**src/sv/tcw_pkg.sv**
```systemverilog
// ----------------------------------------------------------------------------
// tcw_pkg
// Shared types and constants of the text console writer: word layouts,
// function codes, cell constants and the sequencer states.
// ----------------------------------------------------------------------------
package tcw_pkg;

  localparam int DEF_COLS = 80;
  localparam int DEF_ROWS = 25;

  localparam int COL_W  = 7;
  localparam int ROW_W  = 6;
  localparam int CELL_W = 16;

  localparam logic [1:0] FUNC_PUT   = 2'd0;
  localparam logic [1:0] FUNC_CLEAR = 2'd1;
  localparam logic [1:0] FUNC_READ  = 2'd2;

  localparam logic [7:0] DEF_ATTR     = 8'h0f;
  localparam logic [7:0] ERR_ATTR     = 8'hf4;
  localparam logic [7:0] ERR_CHAR     = 8'h45;
  localparam logic [7:0] SPACE_CHAR   = 8'h20;
  localparam logic [7:0] NEWLINE_CHAR = 8'h0a;

  typedef struct packed {
    logic [1:0] func;
    logic [7:0] ch;
    logic [7:0] attr;
    logic       at_cursor;
    logic [7:0] col;
    logic [5:0] row;
  } in_item_t;

  typedef struct packed {
    logic [6:0] cursor_col;
    logic [5:0] cursor_row;
    logic       out_of_range;
    logic       scrolled;
    logic [7:0] cell_char;
    logic [7:0] cell_attr;
  } out_item_t;

  // operands for the shared address unit: addr = row * COLS + col
  typedef struct packed {
    logic             en;
    logic [ROW_W-1:0] row;
    logic [COL_W-1:0] col;
  } addr_req_t;

  typedef struct packed {
    logic              we;
    logic              re;
    logic [CELL_W-1:0] wdata;
  } mem_ctrl_t;

  typedef enum logic [3:0] {
    ST_IDLE,
    ST_DECODE,
    ST_PUT_WR,
    ST_RD_MEM,
    ST_RD_DATA,
    ST_CLR_ADR,
    ST_CLR_WR,
    ST_SCR_SRC,
    ST_SCR_RD,
    ST_SCR_WR,
    ST_ZERO_ADR,
    ST_ZERO_WR,
    ST_FINISH
  } state_t;

endpackage

```
**src/sv/tcw_addr_unit.sv**
```systemverilog
// ----------------------------------------------------------------------------
// tcw_addr_unit
// Shared multiply-add unit: registers row * COLS + col as a cell address.
// ----------------------------------------------------------------------------
module tcw_addr_unit #(
  parameter int COLS   = tcw_pkg::DEF_COLS,
  parameter int ADDR_W = 11
) (
  input  logic                clk,
  input  tcw_pkg::addr_req_t  req,
  output logic [ADDR_W-1:0]   addr
);
  import tcw_pkg::*;

  localparam int SUM_W = ROW_W + COL_W;

  logic [SUM_W-1:0] sum;

  assign sum = req.row * SUM_W'(COLS) + SUM_W'(req.col);

  always_ff @(posedge clk) begin
    if (req.en) begin
      addr <= sum[ADDR_W-1:0];
    end
  end

endmodule

```
**config.mk**
```make
export PLATFORM = sky130hd
export DESIGN_NAME = tcw_addr_unit
export DESIGN_NICKNAME = d
export VERILOG_FILES = /design/src/sv/tcw_pkg.sv /design/src/sv/tcw_addr_unit.sv
export SDC_FILE = /design/constraint.sdc
export NUM_CORES = 1
export LEC_CHECK = 0
export BUFFER_PORTS_ARGS = -buffer_cell sky130_fd_sc_hd__buf_4
export CORE_MARGIN = 5
export CORE_UTILIZATION = 36
export DETAILED_ROUTE_END_ITERATION = 12
export MAX_ROUTING_LAYER = met4
export PLACE_DENSITY = 0.6
export SYNTH_ARGS = -nofsm -noshare
export SYNTH_HDL_FRONTEND = slang
export SYNTH_SLANG_ARGS = --single-unit
```
**constraint.sdc**
```tcl
create_clock -name clk -period 2.5 [get_ports clk]
set_input_delay 0.125 -clock clk [delete_from_list [all_inputs] [get_ports clk]]
set_output_delay 0.125 -clock clk [all_outputs]
set_load 0.005 [all_outputs]
```
Word level (Yosys, flattened, before mapping)
Index checks and enable logic that the tools add are counted.
{ "totals": {"regBits": 11, "elab_cells": 3, "out_inout_bits": 11} }
{ "op_classes": {"multipliers": 1, "addsub": 1} }
{ "ops": {"columns": ["operator", "count"], "rows": [
  ["11-bit by 7-bit adder with 11-bit output", 1],
  ["6-bit by 3-bit multiplier with 7-bit output (second input constant)", 1]
]} }

Longest topological paths before layout
Gate-level depths: netlist of the first run.
{ "depth": {"ltp_word": 2, "ltp_mapped": 7} }

Least setup slack after synthesis of the first run
Ideal clock, no wire load.
{ "synth_timing": {"kind": "input to register", "startpoint": "input port req[8] (netlist name)", "endpoint": "register addr[10] (data pin)", "cell_stages": 7, "arrival_ns": 1.566, "path_slack_ns": 0.675, "setup_ns": 0.259, "path_cell_list": "ha_1 > ha_1 > fa_1 > xor2_1 > nand4_1 > xnor2_1 > xnor2_1"} }
{ "synth_between": {"elab_chain_cells": 2} }
{ "synth_rtl": {"columns": ["element", "line_no", "rtl"], "rows": [
  ["from (decl)", "tcw_addr_unit.sv:10", "input tcw_pkg::addr_req_t req,"],
  ["6-bit by 3-bit multiplier with 7-bit output", "tcw_addr_unit.sv:19", "assign sum = req.row * SUM_W'(COLS) + SUM_W'(req.col);"],
  ["11-bit by 7-bit adder with 11-bit output", "tcw_addr_unit.sv:19", null],
  ["named net sum[10]", "tcw_addr_unit.sv:17", "logic [SUM_W-1:0] sum;"],
  ["to (signal assigned)", "tcw_addr_unit.sv:23", "addr <= sum[ADDR_W-1:0];"],
  ["to (decl)", "tcw_addr_unit.sv:11", "output logic [ADDR_W-1:0] addr"]
]} }
The timed path passes the listed nets, and every way through them passes these cells.
A chain may end at the register's enable or synchronous reset.

Worst setup path in the final report of the first run
Same ends and word-level chain as after synthesis.

==> results.json, run 1 <==
{
  "worst_path_largest_cell_delay_ns": 0.38,
  "clock_tree_from_tritoncts": "done",
  "wp_data_arrival_ns": 1.76,
  "design.portCount": 26,
  "synth.net_count": 67,
  "most_numerous_cell_types_in_the_synthesized_netlist": "11 x edfxtp_1, 10 x ha_1, 4 x xnor2_1, 4 x xor2_1, 3 x a21o_1",
  "routed_via_density": 4.721,
  "synth_edf_count": 11,
  "cp_data_required_time_ns": 2.52,
  "syn_area_um2": 615.6,
  "design_area_um2": 850.8,
  "timing.critical_path.fanout_max": 3,
  "place_congestion": 0.6856,
  "final_period_minus_worst_setup_slack_ns": 1.745,
  "drt.antenna.violating_nets": 0,
  "reg.largest.list": "addr: 11 flops",
  "dr.first_iter.drc_count": 1,
  "wire_length_of_the_first_global_routing_pass_um": 1669,
  "htreeDepth": 1,
  "slew_violations": 0,
  "grtUsageTotal": 0.09028,
  "vdd_ir_drop_max_v": 0.0001782,
  "timing_worst_slew_pin_value_ns": 0.2213,
  "placedCellCount": 82,
  "totalWireLength_um": 1065,
  "floorplan.initialDensity": 0.3685,
  "cts_hold_buffers": 0,
  "design_power_total_w": 0.0005015,
  "power_density_nw_per_um2": 589.4,
  "post_cts_resized": 0,
  "place.detailed.hpwl_um": 924.4,
  "clock_power_share": 0.235,
  "endpoint_type_of_the_worst_setup_path": "register",
  "yosysMostFrequentCell": "edfxtp_1",
  "run_status": "complete, no violations",
  "areaGrowthSynthToFinish_pct": 38.21,
  "register_bank_with_the_most_flops": "addr",
  "yosys-top-cells-area": "edfxtp_1 54%, ha_1 20%, fa_1 6.5%",
  "cell_chain_critical_path": "buf_4 -> ha_1 -> ha_1 -> fa_1 -> xor2_1 -> nand4_1 -> xnor2_1 -> xnor2_1",
  "synth_flop_cell": "edfxtp_1",
  "min_period_over_period": 0.6979,
  "cp-start-kind": "primary input",
  "hold_path_class": "in -> reg",
  "totalNegativeSetupSlack_ns": 0,
  "grt_max_degree": 12,
  "detailedRoute.firstPassIterationCount": 4,
  "synth_cell_types": 10,
  "swShare": 0.2421,
  "share_seq_of_total_power": 0.486,
  "yosys.area.top_type_share": 0.5366,
  "portBuffers": 25,
  "syn-instance-count": 40,
  "max-cap-violations": 0,
  "post-route-drc-count": 0,
  "numCtsBuffers": 3,
  "wl_per_cell_um": 12.38,
  "post-cts-setup-buffers": 0,
  "setup-violations-final": 0,
  "max-clock-path-buffers": 2,
  "yosys_warnings": 0,
  "leakage_nw": 0.4043,
  "dieWidth_um": 51.35,
  "hold_viol_final": 0,
  "clock-root-buffer": "clkbuf_4",
  "ys_seq_area_frac": 0.5366,
  "route.vias.total": 406,
  "design.die.area_um2": 2637,
  "yosys_register_bits": 11,
  "intPower_w": 0.0003801,
  "ys_async_rst_share": 0,
  "instances_no_fill": 86,
  "floorplan.rows": 15,
  "dpl_cell_area_um2": 824.5,
  "clk_pin_slew_ns": 0.07,
  "rsz0062_at_grt": "no",
  "critPathKind": "in -> reg",
  "fill_cells": 146,
  "comb_power_share": 0.279,
  "timing.slew.headroom": 0.8525,
  "timing.fmax_mhz": 573.2,
  "postSynthAreaPerCell_um2": 15.39,
  "number_of_clock_sinks_seen_by_cts": 11,
  "timing.critical_path.slowest_stage_cell": "fa_1",
  "num-nets-final": 97,
  "coreArea_um2": 1670,
  "total_switching_power_w": 0.0001214,
  "first_global_vias": 399,
  "number_of_antenna_violations_at_the_first_check_in_global_routing": 0,
  "largest_reg_flops": 11,
  "globalRouteOverflowTotal": 0,
  "yosys.area.top_type": "edfxtp_1",
  "n_antenna_cell": 0,
  "final_layout_size_suffix_gt1_frac": 0.4058,
  "die_height_um": 51.35
}
[worst max-delay path, delay by kind of cell]
kind | cells | cell delay, ns
simple gates | 1 | 0.14
buf+inv | 1 | 0.13
fa+ha+maj | 3 | 0.90
xor+xnor | 3 | 0.48
[power groups by stage]
stage / Clock [W] / Sequential [W] / Combinational, W
after CTS: 0.000121 / 0.000244 / 0.000144
after global routing: 0.000129 / 0.000247 / 0.000155
final: 0.000118 / 0.000244 / 0.000140
after global placement: 0 / 0.000248 / 0.000141
after detailed placement: 0 / 0.000248 / 0.000143
after floorplan: 0 / 0.000252 / 0.0000649
[cell families after synthesis]
| kind of cell | synth area share |
|---|---|
| flip-flops | 0.5366 |
| adder cells (fa/ha/maj) | 0.2683 |
| XOR/XNOR | 0.1138 |
| AND/OR/NAND/NOR | 0.02846 |
| AO/OA/AOI/OAI | 0.05284 |
[routing by layer]
layer / GRT usage / wire [um] / vias to the layer above
met5: - / 0 / -
met4: 0.07860 / 17 / 0
met3: 0.02332 / 79 / 2
met2: 0.1245 / 490 / 19
met1: 0.1081 / 477 / 175
li1: - / - / 210
[layout make-up]
| class | instances | area (um^2) | area share |
|---|---|---|---|
| Tap cell | 17 | 21.27 | 0.02500 |
| Multi-Input combinational cell | 29 | 285.3 | 0.3353 |
| Clock buffer | 4 | 26.28 | 0.03088 |
| Timing Repair Buffer | 25 | 187.7 | 0.2206 |
| Sequential cell | 11 | 330.3 | 0.3882 |
[metrics by stage]
stage / util / hold slack [ns] / worst slack (ns)
after floorplan: - / 0.2239 / 0.6749
after global placement: 0.4936 / 0.3030 / 0.4874
after detailed placement: 0.4936 / 0.3045 / 0.4464
after CTS: 0.5094 / 0.02739 / 0.7339
after global routing: 0.5094 / 0.02223 / 0.6426
final: 0.5094 / 0.03347 / 0.7554
[cell usage in the layout, fill, tap and decap left out]
| master | instances |
|---|---|
| nand4_1 | 1 |
| nor2_1 | 1 |
| xnor2_1 | 4 |
| a21o_1 | 3 |
| xor2_1 | 4 |
| nand2_1 | 2 |
| fa_1 | 2 |
| a21oi_1 | 2 |
| buf_4 | 25 |
| clkbuf_4 | 3 |
| edfxtp_1 | 11 |
| ha_1 | 10 |
| clkbuf_1 | 1 |
[worst paths after layout]
check	startpoint	endpoint	slack, ns	depth (start not counted)
setup / recovery	req[8]	addr[10]	0.76	8
hold / removal	req[2]	addr[2]	0.03	1
No activity file was read; power rests on OpenSTA's default activity.
==> run 2: changes to the inputs <==
--- a/config.mk
+++ b/config.mk
@@ -5,12 +5,13 @@
 export SDC_FILE = /design/constraint.sdc
 export NUM_CORES = 1
 export LEC_CHECK = 0
+export ABC_AREA = 1
 export BUFFER_PORTS_ARGS = -buffer_cell sky130_fd_sc_hd__buf_4
 export CORE_MARGIN = 5
 export CORE_UTILIZATION = 36
 export DETAILED_ROUTE_END_ITERATION = 12
 export MAX_ROUTING_LAYER = met4
-export PLACE_DENSITY = 0.6
+export PLACE_DENSITY = 0.61
 export SYNTH_ARGS = -nofsm -noshare
 export SYNTH_HDL_FRONTEND = slang
 export SYNTH_SLANG_ARGS = --single-unit
==> constraint.sdc (replaced) <==
create_clock -name clk -period 1.4 [get_ports clk]
set_input_delay 0.07 -clock clk [delete_from_list [all_inputs] [get_ports clk]]
set_output_delay 0.07 -clock clk [all_outputs]
set_load 0.005 [all_outputs]
==> run 2 against run 1 <==
Sequential power rose by 77%. Clock power is 69% higher. Total power increased by 95%. Via count increased by 45%. Global-route usage up 1.8 points. Final cell count increased by 51%. Critical path depth rose by 1. Non-clock buffer count up 11. Critical path type unchanged. Critical endpoint unchanged.
==> results.json, run 2 <==
{
  "run_status": "complete, no violations",
  "number_of_antenna_violations_at_the_first_check_in_global_routing": 0,
  "timing.critical_path.fanout_max": 3,
  "synth.net_count": 92,
  "endpoint_type_of_the_worst_setup_path": "register",
  "timing.slew.headroom": 0.8845,
  "max-clock-path-buffers": 2,
  "vdd_ir_drop_max_v": 0.0003418,
  "place.detailed.hpwl_um": 1183,
  "n_antenna_cell": 0,
  "most_common_library_cell_in_the_layout_ignoring_fill_and_taps": "buf_4",
  "clock-root-buffer": "clkbuf_4",
  "areaGrowthSynthToFinish_pct": 58.30,
  "layout_common_cells": "30 x buf_4, 18 x nand2_1, 11 x edfxtp_1",
  "post-cts-setup-buffers": 0,
  "yosys_register_bits": 11,
  "yosys.area.top_type_share": 0.4765,
  "synth_cell_types": 12,
  "syn_area_um2": 693.2,
  "grt_max_degree": 12,
  "instances_no_fill": 130,
  "dpl_worst_slack_ns": -0.2933,
  "place_congestion": 0.7229,
  "hold_path_class": "in -> reg",
  "detailedRoute.firstPassIterationCount": 4,
  "routed_via_density": 4.515,
  "portBuffers": 25,
  "syn-instance-count": 65,
  "yosysMostFrequentCell": "nand2_1",
  "route.vias.total": 587,
  "drt.antenna.violating_nets": 0,
  "design.portCount": 26,
  "synth_edf_count": 11,
  "timing.fmax_mhz": 726.0,
  "post-route-drc-count": 0,
  "rsz0062_at_grt": "yes",
  "postSynthAreaPerCell_um2": 10.66,
  "power_density_nw_per_um2": 891.2,
  "clock_tree_from_tritoncts": "done",
  "yosys_warnings": 0,
  "fin_ws_ns": 0.02263,
  "ys_async_rst_share": 0,
  "final_layout_size_suffix_gt1_frac": 0.4571,
  "yosys-top-cells-area": "edfxtp_1 48%, ha_1 18%, nand2_1 10%",
  "coreArea_um2": 1783,
  "dieWidth_um": 53.88,
  "number_of_clock_sinks_seen_by_cts": 11,
  "dr.first_iter.drc_count": 5,
  "intPower_w": 0.0007238,
  "setup.worst_path.end": "addr[10]",
  "grtUsageTotal": 0.1087,
  "reg.largest.list": "addr: 11 flops",
  "leakage_nw": 0.5114,
  "wire_length_of_the_first_global_routing_pass_um": 2173,
  "slew_violations": 0,
  "timing_worst_slew_pin_value_ns": 0.1733,
  "totalNegativeSetupSlack_ns": 0,
  "largest_reg_flops": 11,
  "clk_pin_slew_ns": 0.06,
  "register_bank_with_the_most_flops": "addr",
  "first_global_vias": 548,
  "htreeDepth": 1,
  "total_switching_power_w": 0.0002541,
  "design.die.area_um2": 2903,
  "totalWireLength_um": 1407,
  "comb_power_share": 0.355,
  "clock_power_share": 0.204,
  "crit_start": "req[8]",
  "swShare": 0.2599,
  "wl_per_cell_um": 10.82,
  "cp_data_required_time_ns": 1.41,
  "synth_flop_cell": "edfxtp_1",
  "placedCellCount": 122,
  "yosys.area.top_type": "edfxtp_1",
  "cp-start-kind": "primary input",
  "final_period_minus_worst_setup_slack_ns": 1.377,
  "numCtsBuffers": 3,
  "floorplan.initialDensity": 0.3888,
  "num-nets-final": 133,
  "wp_data_arrival_ns": 1.39,
  "setup-violations-final": 0,
  "ys_seq_area_frac": 0.4765,
  "die_height_um": 53.88,
  "critPathKind": "in -> reg",
  "hold_viol_final": 0,
  "floorplan.rows": 15,
  "min_period_over_period": 0.9838,
  "most_numerous_cell_types_in_the_synthesized_netlist": "19 x nand2_1, 11 x edfxtp_1, 10 x ha_1",
  "globalRouteOverflowTotal": 0,
  "share_seq_of_total_power": 0.441,
  "max-cap-violations": 0
}
## run 2: stage by stage
| stage | utilization | hold WS [ns] | instance area [um^2] | total power, W |
|---|---|---|---|---|
| 2_1_floorplan | - | 0.1689 | 725.7 | 0.0005965 |
| 3_3_place_gp | 0.5593 | 0.2492 | 997.2 | 0.0007536 |
| 3_5_place_dp | 0.5593 | 0.2505 | 997.2 | 0.0007648 |
| 4_1_cts | 0.5993 | 0.1196 | 1069 | 0.0009849 |
| 5_1_grt | 0.6154 | 0.1190 | 1097 | 0.001048 |
| 6_report | 0.6154 | 0.1194 | 1097 | 0.0009779 |
## run 2: what timing repair did
item	in CTS	in global routing
hold buffers	4	0
endpoints found under the hold margin	4	0
pin swaps	1	5
resized for setup	2	5
setup endpoints to repair	1	2
## run 2: kinds of logic after synthesis
kind of cell,after synthesis,synth area share
DFF,11,0.4765
and+or+nand+nor,32,0.2022
xor gates and xnor gates,3,0.03791
buffers and inverters,6,0.03249
AOI/OAI and AO/OA,1,0.01264
adders and majority gates,12,0.2383
## run 2: how the worst min path moves through the flow
stage	startpoint	end	slack, ns	cells after the start
finish	req[13]	addr[7]	0.12	1
global route	req[13]	addr[6]	0.12	1
CTS	req[13]	addr[0]	0.12	1
detailed placement	req[0]	addr[0]	0.25	1
global placement	req[1]	addr[1]	0.25	1
floorplan	req[0]	addr[0]	0.17	0
## run 2: power by group through the flow
stage / clock network (W) / logic [W] / registers [W]
after detailed placement: 0 / 0.000326 / 0.000439
after CTS: 0.000211 / 0.000341 / 0.000432
final: 0.000200 / 0.000347 / 0.000431
after floorplan: 0 / 0.000151 / 0.000445
after global placement: 0 / 0.000315 / 0.000438
after global routing: 0.000222 / 0.000390 / 0.000435
## run 2: area by class of cell
class | count | area [um^2]
sequential | 11 | 330.3
inverter | 6 | 22.52
clock buffer | 4 | 26.28
tap | 25 | 31.28
multi-input combinational | 48 | 395.4
timing repair buffer | 36 | 291.5
fill | 163 | 685.7
## run 2: worst max-delay path: stages
cell and delay (ns):
buf_8 0.10, ha_4 0.23, ha_4 0.16, fa_2 0.54, nand2_2 0.06, inv_2 0.06, nand3_2 0.06, nand3_2 0.05
nand2_1 0.04
## run 2: metal layers
metal | up-vias | part of all wire | track usage
li1 | 305 | - | -
met1 | 257 | 0.41 | 0.1063
met2 | 25 | 0.50 | 0.1956
met3 | 0 | 0.092 | 0.02216
met4 | 0 | 0 | 0.06383
met5 | - | 0 | -
