**src/sv/tcw_pkg.sv**
```systemverilog
// ----------------------------------------------------------------------------
// tcw_pkg
// Shared types and constants of the text console writer: word layouts,
// function codes, cell constants and the sequencer states.
// ----------------------------------------------------------------------------
package tcw_pkg;

  localparam int DEF_COLS = 80;
  localparam int DEF_ROWS = 25;

  localparam int COL_W  = 7;
  localparam int ROW_W  = 6;
  localparam int CELL_W = 16;

  localparam logic [1:0] FUNC_PUT   = 2'd0;
  localparam logic [1:0] FUNC_CLEAR = 2'd1;
  localparam logic [1:0] FUNC_READ  = 2'd2;

  localparam logic [7:0] DEF_ATTR     = 8'h0f;
  localparam logic [7:0] ERR_ATTR     = 8'hf4;
  localparam logic [7:0] ERR_CHAR     = 8'h45;
  localparam logic [7:0] SPACE_CHAR   = 8'h20;
  localparam logic [7:0] NEWLINE_CHAR = 8'h0a;

  typedef struct packed {
    logic [1:0] func;
    logic [7:0] ch;
    logic [7:0] attr;
    logic       at_cursor;
    logic [7:0] col;
    logic [5:0] row;
  } in_item_t;

  typedef struct packed {
    logic [6:0] cursor_col;
    logic [5:0] cursor_row;
    logic       out_of_range;
    logic       scrolled;
    logic [7:0] cell_char;
    logic [7:0] cell_attr;
  } out_item_t;

  // operands for the shared address unit: addr = row * COLS + col
  typedef struct packed {
    logic             en;
    logic [ROW_W-1:0] row;
    logic [COL_W-1:0] col;
  } addr_req_t;

  typedef struct packed {
    logic              we;
    logic              re;
    logic [CELL_W-1:0] wdata;
  } mem_ctrl_t;

  typedef enum logic [3:0] {
    ST_IDLE,
    ST_DECODE,
    ST_PUT_WR,
    ST_RD_MEM,
    ST_RD_DATA,
    ST_CLR_ADR,
    ST_CLR_WR,
    ST_SCR_SRC,
    ST_SCR_RD,
    ST_SCR_WR,
    ST_ZERO_ADR,
    ST_ZERO_WR,
    ST_FINISH
  } state_t;

endpackage

```
**src/sv/tcw_seq.sv**
```systemverilog
// ----------------------------------------------------------------------------
// tcw_seq
// Sequencer: decodes a word, keeps the cursor, walks the store for clear
// and scroll, and holds the result word until it is taken.
// ----------------------------------------------------------------------------
module tcw_seq #(
  parameter int COLS = tcw_pkg::DEF_COLS,
  parameter int ROWS = tcw_pkg::DEF_ROWS
) (
  input  logic                        clk,
  input  logic                        rst,
  input  logic                        in_valid,
  output logic                        in_ready,
  input  tcw_pkg::in_item_t           in_data,
  output logic                        out_valid,
  input  logic                        out_ready,
  output tcw_pkg::out_item_t          out_data,
  output tcw_pkg::addr_req_t          addr_req,
  output tcw_pkg::mem_ctrl_t          mem_ctrl,
  input  logic [tcw_pkg::CELL_W-1:0]  rdata
);
  import tcw_pkg::*;

  localparam logic [COL_W-1:0] LAST_COL = COL_W'(COLS - 1);
  localparam logic [ROW_W-1:0] LAST_ROW = ROW_W'(ROWS - 1);

  state_t state, state_next;

  in_item_t         item;
  logic [COL_W-1:0] cur_col;
  logic [ROW_W-1:0] cur_row;
  logic [COL_W-1:0] walk_col;
  logic [ROW_W-1:0] walk_row;
  logic             booting;
  logic             res_oor;
  logic             res_scr;
  logic [7:0]       res_char;
  logic [7:0]       res_attr;

  // decode of the held word
  logic             bad;
  logic [COL_W-1:0] tgt_col;
  logic [ROW_W-1:0] tgt_row;
  logic             is_nl;
  logic [COL_W-1:0] new_col;
  logic [ROW_W:0]   new_row_ext;
  logic             wrap;
  logic             walk_row_end;
  logic             walk_col_end;
  logic             out_free;

  assign bad = !item.at_cursor &&
               ((item.col >= 8'(COLS)) || ({1'b0, item.row} >= (ROW_W + 1)'(ROWS)));
  assign tgt_col = item.at_cursor ? cur_col : item.col[COL_W-1:0];
  assign tgt_row = item.at_cursor ? cur_row : item.row;
  assign is_nl   = (item.ch == NEWLINE_CHAR);

  always_comb begin
    if (is_nl || (tgt_col == LAST_COL)) begin
      new_col     = '0;
      new_row_ext = {1'b0, tgt_row} + 1'b1;
    end else begin
      new_col     = tgt_col + 1'b1;
      new_row_ext = {1'b0, tgt_row};
    end
  end

  assign wrap         = (new_row_ext == (ROW_W + 1)'(ROWS));
  assign walk_col_end = (walk_col == LAST_COL);
  assign walk_row_end = (walk_row == LAST_ROW);
  assign out_free     = !out_valid || out_ready;

  // next state
  always_comb begin
    state_next = state;
    unique case (state)
      ST_IDLE: begin
        if (in_valid) state_next = ST_DECODE;
      end
      ST_DECODE: begin
        unique case (item.func)
          FUNC_PUT: begin
            if (bad || !is_nl) state_next = ST_PUT_WR;
            else if (wrap)     state_next = (ROWS > 1) ? ST_SCR_SRC : ST_ZERO_ADR;
            else               state_next = ST_FINISH;
          end
          FUNC_CLEAR: state_next = ST_CLR_ADR;
          FUNC_READ:  state_next = bad ? ST_FINISH : ST_RD_MEM;
          default:    state_next = ST_FINISH;
        endcase
      end
      ST_PUT_WR: begin
        if (res_scr) state_next = (ROWS > 1) ? ST_SCR_SRC : ST_ZERO_ADR;
        else         state_next = ST_FINISH;
      end
      ST_RD_MEM:  state_next = ST_RD_DATA;
      ST_RD_DATA: state_next = ST_FINISH;
      ST_CLR_ADR: state_next = ST_CLR_WR;
      ST_CLR_WR: begin
        if (walk_row_end && walk_col_end) state_next = booting ? ST_IDLE : ST_FINISH;
        else                              state_next = ST_CLR_ADR;
      end
      ST_SCR_SRC: state_next = ST_SCR_RD;
      ST_SCR_RD:  state_next = ST_SCR_WR;
      ST_SCR_WR: begin
        if (walk_row_end && walk_col_end) state_next = ST_ZERO_ADR;
        else                              state_next = ST_SCR_SRC;
      end
      ST_ZERO_ADR: state_next = ST_ZERO_WR;
      ST_ZERO_WR:  state_next = walk_col_end ? ST_FINISH : ST_ZERO_ADR;
      ST_FINISH: begin
        if (out_free) state_next = ST_IDLE;
      end
      default: state_next = ST_IDLE;
    endcase
  end

  // outputs toward the address unit and the store
  always_comb begin
    in_ready = 1'b0;
    addr_req = '0;
    mem_ctrl = '0;
    unique case (state)
      ST_IDLE: in_ready = 1'b1;
      ST_DECODE: begin
        addr_req.en = 1'b1;
        if ((item.func == FUNC_PUT) && bad) begin
          addr_req.row = LAST_ROW;
          addr_req.col = LAST_COL;
        end else begin
          addr_req.row = tgt_row;
          addr_req.col = tgt_col;
        end
      end
      ST_PUT_WR: begin
        mem_ctrl.we = 1'b1;
        if (res_oor) mem_ctrl.wdata = {ERR_CHAR, ERR_ATTR};
        else         mem_ctrl.wdata = {item.ch, (item.attr == 8'h00) ? DEF_ATTR : item.attr};
      end
      ST_RD_MEM: mem_ctrl.re = 1'b1;
      ST_CLR_ADR, ST_SCR_SRC: begin
        addr_req.en  = 1'b1;
        addr_req.row = walk_row;
        addr_req.col = walk_col;
      end
      ST_CLR_WR: begin
        mem_ctrl.we    = 1'b1;
        mem_ctrl.wdata = {SPACE_CHAR, DEF_ATTR};
      end
      ST_SCR_RD: begin
        // read the source while the unit forms the destination one row up
        mem_ctrl.re  = 1'b1;
        addr_req.en  = 1'b1;
        addr_req.row = walk_row - 1'b1;
        addr_req.col = walk_col;
      end
      ST_SCR_WR: begin
        mem_ctrl.we    = 1'b1;
        mem_ctrl.wdata = rdata;
      end
      ST_ZERO_ADR: begin
        addr_req.en  = 1'b1;
        addr_req.row = LAST_ROW;
        addr_req.col = walk_col;
      end
      ST_ZERO_WR: begin
        mem_ctrl.we    = 1'b1;
        mem_ctrl.wdata = '0;
      end
      ST_RD_DATA, ST_FINISH: ;
      default: ;
    endcase
  end

  // control state
  always_ff @(posedge clk) begin
    if (rst) begin
      state     <= ST_CLR_ADR;
      booting   <= 1'b1;
      cur_col   <= '0;
      cur_row   <= '0;
      walk_col  <= '0;
      walk_row  <= '0;
      out_valid <= 1'b0;
    end else begin
      state <= state_next;
      if ((state == ST_CLR_WR) && walk_row_end && walk_col_end) booting <= 1'b0;

      if ((state == ST_FINISH) && out_free) out_valid <= 1'b1;
      else if (out_ready)                   out_valid <= 1'b0;

      unique case (state)
        ST_DECODE: begin
          walk_col <= '0;
          walk_row <= (item.func == FUNC_CLEAR) ? '0 : ROW_W'(1);
          if (item.func == FUNC_CLEAR) begin
            cur_col <= '0;
            cur_row <= '0;
          end else if ((item.func == FUNC_PUT) && !bad) begin
            cur_col <= new_col;
            cur_row <= wrap ? LAST_ROW : new_row_ext[ROW_W-1:0];
          end
        end
        ST_CLR_WR, ST_SCR_WR: begin
          if (walk_row_end && walk_col_end) begin
            walk_col <= '0;
            walk_row <= '0;
          end else if (walk_col_end) begin
            walk_col <= '0;
            walk_row <= walk_row + 1'b1;
          end else begin
            walk_col <= walk_col + 1'b1;
          end
        end
        ST_ZERO_WR: walk_col <= walk_col + 1'b1;
        default: ;
      endcase
    end
  end

  // word and result registers
  always_ff @(posedge clk) begin
    if (in_valid && in_ready) item <= in_data;
    if (state == ST_DECODE) begin
      res_oor  <= bad && ((item.func == FUNC_PUT) || (item.func == FUNC_READ));
      res_scr  <= (item.func == FUNC_PUT) && !bad && wrap;
      res_char <= '0;
      res_attr <= '0;
    end
    if (state == ST_RD_DATA) begin
      res_char <= rdata[15:8];
      res_attr <= rdata[7:0];
    end
    if ((state == ST_FINISH) && out_free) begin
      out_data.cursor_col   <= cur_col;
      out_data.cursor_row   <= cur_row;
      out_data.out_of_range <= res_oor;
      out_data.scrolled     <= res_scr;
      out_data.cell_char    <= res_char;
      out_data.cell_attr    <= res_attr;
    end
  end

endmodule

```
**config.mk**
```make
export PLATFORM = sky130hd
export DESIGN_NAME = tcw_seq
export DESIGN_NICKNAME = d
export VERILOG_FILES = /design/src/sv/tcw_pkg.sv /design/src/sv/tcw_seq.sv
export SDC_FILE = /design/constraint.sdc
export NUM_CORES = 1
export LEC_CHECK = 0
export BUFFER_PORTS_ARGS = -buffer_cell sky130_fd_sc_hd__buf_2
export CORE_ASPECT_RATIO = 2
export CORE_MARGIN = 1
export CORE_UTILIZATION = 54
export CTS_BUF_LIST = sky130_fd_sc_hd__clkbuf_16
export DETAILED_ROUTE_END_ITERATION = 16
export GPL_TIMING_DRIVEN = 0
export PLACE_DENSITY = 0.9
export SYNTH_ARGS = -nofsm -noshare
export SYNTH_HDL_FRONTEND = slang
export SYNTH_SLANG_ARGS = --single-unit
export TNS_END_PERCENT = 5
```
**constraint.sdc**
```tcl
create_clock -name clk -period 3.93 [get_ports clk]
set_clock_uncertainty 0.2 [all_clocks]
set_input_delay 0.1965 -clock clk [delete_from_list [all_inputs] [get_ports clk]]
set_output_delay 0.1965 -clock clk [all_outputs]
set_load 0.1 [all_outputs]
```
[Word-level counts from Yosys, hierarchy flattened]
Cells that the tools add are included.
Operators by class
  add/subtract/negate cells: 5
  $mul: 0
  divide/modulo/power cells: 0
  magnitude comparators: 2
  equality and inequality tests: 22
  shift operators: 0
  multiplexer cells: 41
  bitwise logic cells: 0
  reductions and logical operators: 34
Operators by type and width (number)
  $pmux 14 s4: 1
  $pmux 4 s13: 1
  $mux 7: 7
  $pmux 16 s3: 1
  $mux 4: 9
  $mux 6: 6
  $mux 8: 4
  $pmux 7 s3: 1
  $eq 4x4->1 const B: 5
  $eq 4x3->1 const B: 4
  $mux 16: 1
  $add 7x1->7 const B: 2
  $eq 7x7->1 const B: 2
  $mux 13: 1
  $pmux 4 s3: 1
  $pmux 6 s2: 1
  $logic_and 1x1->1: 10
  $eq 4x2->1 const B: 2
  $eq 8x4->1 const B: 1
  $ge 8x7->1 const B: 1
  $logic_not 8->1: 1
  $reduce_bool 2->1: 4
  $add 6x1->7 const B: 1
  $eq 7x5->1 const B: 1
  19 further kinds: 36
Word-level totals
  register bits: 114
  bits in latches: 0
  bits in writable memories: 0
  memory bits (read-only): 0
  bits of input ports: 53
  output and inout bits: 65
  word-level logic and storage cells: 127
  memories kept: 0

[Longest topological paths before layout]
  depth after elaboration: 9
  depth in mapped cells: 11
  depth with buffers taken out: 9

[Worst setup path after synthesis]
OpenSTA, ideal clock, no wires.
  kind: flip-flop to flip-flop
  from: reg state[1]
  to: reg item[0] (netlist bit), enable pin
  library setup time: 0.393 ns
  arrival: 4.703 ns
  data required time: 3.337 ns
  path slack: -1.366 ns
  cell stages (with the launch flop): 5
  path buffers: 2
  clock period less this slack: 5.296 ns
  cells stage by stage: dfxtp_1 -> clkbuf_1 -> clkbuf_1 -> nor4_1 -> and2_1
On the way
  longest elaborated chain between the ends: 3
RTL lines
  start, declared: RTL line tcw_seq.sv:27  | state_t state, state_next;
  start signal, assigned: RTL line tcw_seq.sv:186  | state <= state_next;
  $logic_not 4->1: RTL line tcw_seq.sv:123  | unique case (state)
  $mux 1: RTL line tcw_seq.sv:123
  via in_ready: RTL line tcw_seq.sv:13  | output logic in_ready,
  $logic_and 1x1->1: RTL line tcw_seq.sv:223  | if (in_valid && in_ready) item <= in_data;
  end signal, assigned: RTL line tcw_seq.sv:223
  end, declared: RTL line tcw_seq.sv:29  | in_item_t item;
The timed path passes the listed nets, and every way through them passes these cells.
A chain may end at the register's enable or synchronous reset.

==> metrics.yaml <==
grt_pass1_wl_um: 23800
tightestPinTransition_ns: 1.00
grt_max_degree: 34
p_comb_frac: 0.382
utilization: 0.744
grt-busiest-layer: "met2"
synthArstFlopShare: 0
cts_tree: "yes"
worstSetupPathType: "reg -> out"
antenna_found_initial: 0
met1_usage: 0.301
layout_commonest_cell: "buf_2"
root_buffer: "clkbuf_16"
setup_viol_count_final: 0
power.density_nw_per_um2: 689
clockBufferDepth: 2
cts_setup_buffers: 0
min_period_over_period: 0.912
hpwl_um: 9920
start_kind: "register"
rows: 51
initial_core_util: 0.553
power_frac_seq: 0.331
crit_fanout: 10
ant_nets: 0
gp_routability_congestion: 0.950
wl_um: 15500
syn_area_um2: 5360
hold_depth: 7
cts_resized: 0
chipWidth_um: 72.5
synthTopCellsByArea: "edfxtp_1 (46%), dfxtp_1 (12%), nor2_1 (3.9%)"
outcome: "complete, no violations"
r2r_cells: 10
io_buffers: 117
ys_ff_latch: 114
worst_ep_arrival_time_ns: 3.19
static-leakage-power_nw: 2.93
relSlewSlack: 0.326
ys_warn_count: 0
syn_nets: 545
synth_top_area_cell: "edfxtp_1"
synth_cell_type_count: 70
hold_end: "state[0]"
dominantRegCellSynth: "edfxtp_1"
hold_viol: 0
final_layout_size_suffix_gt1_frac: 0.254
drc: 0
vias: 4905
grt.met2_usage: 0.554
max-vdd-ir-drop_uv: 438
die_h_um: 143
fin_nets: 734
dieArea_um2: 10400
diodes: 0
synth_edf_count: 82
num-fill-cells: 643
reg2reg_from: "item[14]"
overflow: 0
hp-class: "in -> reg"
p_switching_w: 0.00217
r2r_slack_ns: 0.40
synth.avg_cell_area_um2: 11.0
netSwitchingFraction: 0.437
drt_pass1_iterations: 8
path_clk_slew_ns: 0.06
finalMaxSlewViolations: 0
cp.required_ns: 3.53
critPathCaptureType: "output port"
grt_usage: 0.315
cts_max_level: 4
grt_pass1_vias: 4879
cap_violations: 0
netlist_instances: 487
clk_latency_ns: 0.42
cts_buffers: 17
tns_ns: 0
mostFrequentLayoutCells: "buf_2 (120), edfxtp_1 (82), nor2_1 (56)"
yosys.area.top_type_share: 0.459
pwr-share-clk: 0.287
timing.fmax_mhz: 279
rsz0062_at_grt: "false"
regToRegEndpoint: "res_scr"
core_region_area_um2: 9700
met3_usage: 0.0783
wl_per_cell_um: 18.8
pin_count: 118
ys_seq_area_frac: 0.579
intPower_w: 0.00280
fin_crit_ns: 3.59
vias_per_cell: 5.97
drt-initial-drc-count: 395
min_from: "in_valid"
layout-area-overhead-vs-synth_pct: 34.5
cts_sinks: 114
Yosys cell counts (all sizes together), types with 7 or more instances:
cell type / n
edfxtp: 82
clkbuf: 19
nor4: 7
nor2: 57
a21oi: 19
mux2i: 10
dfxtp: 32
a22oi: 12
nand2: 42
xor2: 14
nand3: 11
and3: 18
nor3: 8
inv: 9
o21ai: 37
critical path, stage by stage, from the launching register on:
cell	delay, ns
edfxtp_1	0.43
o311ai_0	0.47
a31oi_1	0.21
clkbuf_1	0.25
nand2_1	0.27
nand2_1	0.20
o221ai_1	0.42
buf_2	0.52
flip-flops by register name, indices dropped and copies added (netlist names):
signal and cells:
cur_row 6, out_valid 1, booting 1, res_char 8, item 33, state 4
out_data 31, res_oor 1, walk_row 6, res_scr 1, walk_col 7, res_attr 8
cur_col 7
cells by family after synthesis:
| group | Yosys count | synth area share |
|---|---|---|
| simple gates | 189 | 0.183 |
| flops | 114 | 0.579 |
| compound gates | 112 | 0.137 |
| buf+inv | 34 | 0.0266 |
| xor+xnor | 18 | 0.0294 |
| mux | 15 | 0.0336 |
| fa+ha+maj | 5 | 0.0117 |
routing by layer:
layer  share of wire  vias to the layer above
met5               0                        -
met4           0.077                        0
met3           0.063                      121
met2            0.53                      318
met1            0.33                     2273
li1                -                     2193
power groups by stage:
stage / Combinational, W / Sequential, W / Clock (W)
2_1_floorplan: 0.00109 / 0.00201 / 0
3_3_place_gp: 0.00173 / 0.00166 / 0
3_5_place_dp: 0.00179 / 0.00166 / 0
4_1_cts: 0.00185 / 0.00164 / 0.00142
5_1_grt: 0.00199 / 0.00166 / 0.00148
6_report: 0.00190 / 0.00165 / 0.00143
stage by stage:
| stage | area (um^2) | cells | setup slack, ns | total power [W] | hold WS (ns) |
|---|---|---|---|---|---|
| 3_3_place_gp | 6130 | 736 | 0.507 | 0.00339 | 0.173 |
| 5_1_grt | 7210 | 821 | 0.264 | 0.00512 | 0.220 |
| 4_1_cts | 7210 | 821 | 0.440 | 0.00490 | 0.161 |
| 6_report | 7210 | 821 | 0.344 | 0.00497 | 0.194 |
| 3_5_place_dp | 6160 | 738 | 0.469 | 0.00345 | 0.175 |
| 2_1_floorplan | 5380 | 487 | 0.0736 | 0.00309 | 0.0954 |
cell type report:
cell class / instances / area (um^2) / share of cell area
sequential: 114 / 3100 / 0.430
multi-input combinational: 339 / 2140 / 0.296
timing repair buffer: 170 / 1120 / 0.156
clock buffer: 17 / 425 / 0.0590
tap: 132 / 165 / 0.0229
clock inverter: 15 / 119 / 0.0165
buffer: 24 / 105 / 0.0146
inverter: 10 / 37.5 / 0.00520
repair_timing:
item                                   4_1_cts  5_1_grt
hold buffers                                51        0
setup endpoints to repair                    0        0
endpoints found under the hold margin       52        0
worst max-delay path by stage:
stage	slack (ns)	to	from
floorplan	0.07	addr_req[12]	item[2]
global placement	0.51	out_data[25]	state[1]
detailed placement	0.47	res_scr	item[14]
CTS	0.44	res_scr	item[14]
global route	0.26	addr_req[9]	item[2]
finish	0.34	addr_req[9]	item[2]
(Power assumes the default switching activity.)
